### src/sv/dbs_pkg.sv
// Package for the descending binary search block: sizes, beat types,
// controller/datapath command and status structs. No dependencies.
`default_nettype none

package dbs_pkg;

  localparam int STORE_DEPTH = 1024;
  localparam int ADDR_W      = $clog2(STORE_DEPTH);
  localparam int COUNT_W     = ADDR_W + 1;
  localparam int DATA_W      = 32;
  localparam int PADDR_W     = 3;
  localparam int PDATA_W     = 32;

  localparam logic [COUNT_W-1:0] DEPTH_COUNT = COUNT_W'(STORE_DEPTH);

  // input item kinds
  localparam logic KIND_LOAD   = 1'b0;
  localparam logic KIND_SEARCH = 1'b1;

  // register index decoded from paddr
  localparam logic REG_ELEMENT_COUNT = 1'b0;

  typedef struct packed {
    logic                     kind;
    logic [ADDR_W-1:0]        slot;
    logic signed [DATA_W-1:0] value;
  } in_item_t;

  typedef struct packed {
    logic              found;
    logic [ADDR_W-1:0] position;
  } out_item_t;

  typedef struct packed {
    logic write;      // store load beat
    logic init;       // latch key, set search window
    logic probe;      // issue memory read at midpoint
    logic step;       // narrow window after a miss compare
    logic emit_hit;
    logic emit_miss;
  } dbs_cmd_t;

  typedef struct packed {
    logic more;       // window not empty
    logic hit;        // probed entry equals key
  } dbs_status_t;

endpackage

`default_nettype wire

### src/sv/dbs_ctrl.sv
// Controller FSM for the descending binary search block.
// Depends on dbs_pkg; drives dbs_datapath through dbs_cmd_t.
`default_nettype none

module dbs_ctrl
  import dbs_pkg::*;
(
  input  wire logic        clk,
  input  wire logic        rst_n,
  input  wire logic        start,
  input  wire logic        kind,
  input  wire dbs_status_t status,
  output dbs_cmd_t         cmd,
  output logic             busy
);

  typedef enum logic [2:0] {
    ST_IDLE  = 3'b001,
    ST_CHECK = 3'b010,
    ST_READ  = 3'b100
  } state_t;

  state_t state_r, state_nxt;

  always_ff @(posedge clk) begin
    if (!rst_n) begin
      state_r <= ST_IDLE;
    end else begin
      state_r <= state_nxt;
    end
  end

  always_comb begin
    state_nxt = state_r;
    cmd       = '0;
    case (state_r)
      ST_IDLE: begin
        if (start) begin
          if (kind == KIND_SEARCH) begin
            cmd.init  = 1'b1;
            state_nxt = ST_CHECK;
          end else begin
            cmd.write = 1'b1;
          end
        end
      end
      ST_CHECK: begin
        if (status.more) begin
          cmd.probe = 1'b1;
          state_nxt = ST_READ;
        end else begin
          cmd.emit_miss = 1'b1;
          state_nxt     = ST_IDLE;
        end
      end
      ST_READ: begin
        if (status.hit) begin
          cmd.emit_hit = 1'b1;
          state_nxt    = ST_IDLE;
        end else begin
          cmd.step  = 1'b1;
          state_nxt = ST_CHECK;
        end
      end
      default: begin
        state_nxt = ST_IDLE;
      end
    endcase
  end

  assign busy = (state_r != ST_IDLE);

  a_emit_returns_idle: assert property (@(posedge clk) disable iff (!rst_n)
    (cmd.emit_hit || cmd.emit_miss) |=> !busy)
    else $error("search result without return to idle");

  a_search_goes_busy: assert property (@(posedge clk) disable iff (!rst_n)
    (start && !busy && kind == KIND_SEARCH) |=> busy)
    else $error("accepted search did not start");

  a_probe_then_compare: assert property (@(posedge clk) disable iff (!rst_n)
    cmd.probe |=> (cmd.emit_hit || cmd.step))
    else $error("probe not followed by compare");

endmodule

`default_nettype wire

### config.mk
export PLATFORM = sky130hd
export DESIGN_NAME = dbs_ctrl
export DESIGN_NICKNAME = d
export VERILOG_FILES = /design/src/sv/dbs_pkg.sv /design/src/sv/dbs_ctrl.sv
export SDC_FILE = /design/constraint.sdc
export NUM_CORES = 1
export LEC_CHECK = 0
export ABC_AREA = 1
export BUFFER_PORTS_ARGS = -buffer_cell sky130_fd_sc_hd__buf_4
export CAP_MARGIN = 30
export CORE_AREA = 2 2 39 41
export DETAILED_ROUTE_END_ITERATION = 16
export DIE_AREA = 0 0 41 43
export GPL_TIMING_DRIVEN = 1
export PLACE_DENSITY = 0.47
export SLEW_MARGIN = 10
export SYNTH_ARGS = -nofsm -noshare
export SYNTH_HDL_FRONTEND = slang
export SYNTH_SLANG_ARGS = --single-unit
### constraint.sdc
create_clock -name clk -period 0.91 [get_ports clk]
set_input_delay 0.182 -clock clk [delete_from_list [all_inputs] [get_ports clk]]
set_output_delay 0.182 -clock clk [all_outputs]
set_load 0.02 [all_outputs]
==> flow_summary_export.csv <==
group,metric,value,unit
sta,finalHoldViolCount,0,
clock_network,htree_num_levels,1,
pwr,switching_share,34.0,%
floorplan,rows,14,
outcome,outcome,"finished with violations",
sta,whs,190,ps
outcome,violations,"setup timing",
pwr,p_int,0.536,mW
floorplan,io_pins,13,
global_route,antenna_found_initial,0,
job,drv_cap,0,
pwr,p_sw,0.276,mW
place,portBuffers,12,
logic_synthesis,synth_cell_type_count,11,
sta,fmax,827,MHz
sta,setup_viol_count_final,9,
logic_synthesis,ys_seq_area_share,29.8,%
drt,drc,0,
place,dp_slack,-93.6,ps
clock_network,cts_hold_buffers,0,
sta,fin_setup_tns,-2010,ps
clock_network,cts_tree,"built",
floorplan,dieArea,1760,sq um
critical_path,arrival,1030,ps
cells_and_area,final_cells,74,
logic_synthesis,synth.avg_cell_area,5.76,sq um
global_route,grt_pass1_wl,862,um
global_route,grt_usage,7.52,%
global_route,grt_max_degree,5,
floorplan,core_area,1380,sq um
critical_path,crit_fanout,4,
sta,fin_crit_sh,133,%
logic_synthesis,synthCells,35,
place,dpl-instance-area,389,sq um
drt,drtIter0Drc,0,
sta,tightest_slew,141,ps
cells_and_area,final_area,440,sq um
cells_and_area,n_antenna_cell,0,
critical_path,end_kind,"primary output",
pwr,combPwrFrac,49.4,%
cells_and_area,drive_gt1_share,60.3,%
drt,avgViaCountPerCell,3.62,
clock_network,clk_pin_slew,40,ps
clock_network,clock_latency,230,ps
global_route,grt_pass1_vias,242,
pwr,vdd_ir_drop_max,0.830,mV
clock_network,cts_root_buf,"clkbuf_4",
drt,drtAntennaViolNets,0,
global_route,grt_remaining_overflow,0,
logic_synthesis,ys_warn_count,0,
pwr,p_per_area,1840,nW/um^2
sta,final_max_slew_viol_count,0,
drt,vias,268,
clock_network,cts_buffer_depth,2,
critical_path,critPathKind,"reg2out",
clock_network,clock_sinks,3,
cells_and_area,fill_cells,157,
place,dp.cells,69,
floorplan,start_util,14.6,%
drt,wirelength,498,um
logic_synthesis,syn_nets,41,
cells_and_area,syn_to_final_growth,119,%
cells_and_area,reg_top3,"state_r x3",
cells_and_area,utilization,31.8,%
sta,fin_crit,1210,ps
floorplan,dieHeight,43,um
place,gp_congestion,0.740,
place,dp_hpwl,453,um
hold_path,holdCritPathClass,"in2reg",
drt,drt-wirelength-per-cell,6.73,um
critical_path,cp-start-kind,"register",
pwr,p_leak,0.256,nW
cells_and_area,fin_nets,65,
floorplan,fp.dieW,41,um
sta,postLayoutSetupSlackWorst,-300,ps
critical_path,cp.required,730,ps
clock_network,cts_buffers,3,
logic_synthesis,synth_seq_cells,3,
pwr,pwr-share-seq,23.0,%
logic_synthesis,syn_area,201,sq um
sta,fin_worst_skew,2.81,ps
sta,grt_setup_unrepaired,"yes",
drt,firstDrtPassIters,1,
cells_and_area,top_register,"state_r",
pwr,total_power,0.811,mW
sta,relSlewSlack,90.6,%
cells_and_area,largest_register_ffs,3,
pwr,pwr-share-clk,27.6,%
## cell usage after synthesis
library cell  instances  area, sq um
nor2_2                1         6.26
nand2_1               5         18.8
nor3b_1               1         7.51
o21ai_0               1         5.00
inv_1                10         37.5
nor3_1                1         5.00
inv_2                 1         3.75
nand3_2               1         10.0
nor2_1                6         22.5
dfxtp_1               3         60.1
nand3_1               5         25.0
## layer usage
metal	GRT usage [%]	vias to the layer above	wire (um)	part of all wire [%]
met5	0	-	0	0
met4	6.00	0	0	0
met3	3.14	0	36	7.2
met2	9.38	9	228	46
met1	9.58	108	233	47
li1	-	151	-	-
## power groups by stage
stage	registers [mW]	logic [mW]	clock network, mW
4_1_cts	0.186	0.408	0.236
3_5_place_dp	0.188	0.366	0
6_report	0.187	0.401	0.224
2_1_floorplan	0.185	0.191	0
5_1_grt	0.192	0.446	0.238
3_3_place_gp	0.186	0.368	0
## logic make-up (layout without fill, tap and decap cells)
family	after synthesis	in the layout	synth area share (%)
simple gates	20	20	47.2
buf+inv	11	34	20.5
compound gates	1	1	2.48
flops	3	3	29.8
## cells in the final DEF, fill, tap and decap left out
cell	netlist	layout
clkbuf_4	0	3
nand3_4	0	1
nor2_2	1	3
nor3b_4	0	1
nor2_4	0	1
nor2_1	6	3
buf_6	0	2
inv_1	10	9
nand2_1	5	4
buf_4	0	17
nand3_1	5	4
clkbuf_1	0	1
o21ai_1	0	1
nor3_1	1	1
nand2_2	0	1
inv_2	1	2
dfxtp_2	0	3
nand3_2	1	1
## area by class of cell
class                      count  area [sq um]  area share [%]
multi-input combinational     21           139            31.5
sequential                     3          63.8            14.5
timing repair buffer          19           150            34.1
clock buffer                   4          26.3            5.97
inverter                      11          41.3            9.38
tap                           16          20.0            4.55
## final timing paths
kind / start / end / slack (ps) / cells past startpoint
setup / recovery: state_r[2] / cmd[5] / -300 / 4
hold / removal: rst_n / state_r[1] / 190 / 3
setup reg to reg: state_r[2] / state_r[1] / -110 / 6
hold reg to reg: state_r[1] / state_r[1] / 620 / 5
## critical path, stage by stage, from the launching register on
cell	delay (ps)
dfxtp_2	320
inv_2	60
nand3_4	100
nor3b_4	180
buf_6	140
## repair_timing
action,4_1_cts,5_1_grt
setup buffers,1,0
cloned,0,0
resized for setup,5,1
setup endpoints to repair,10,10
pin swaps,1,0
No activity file was read; power rests on OpenSTA's default activity.
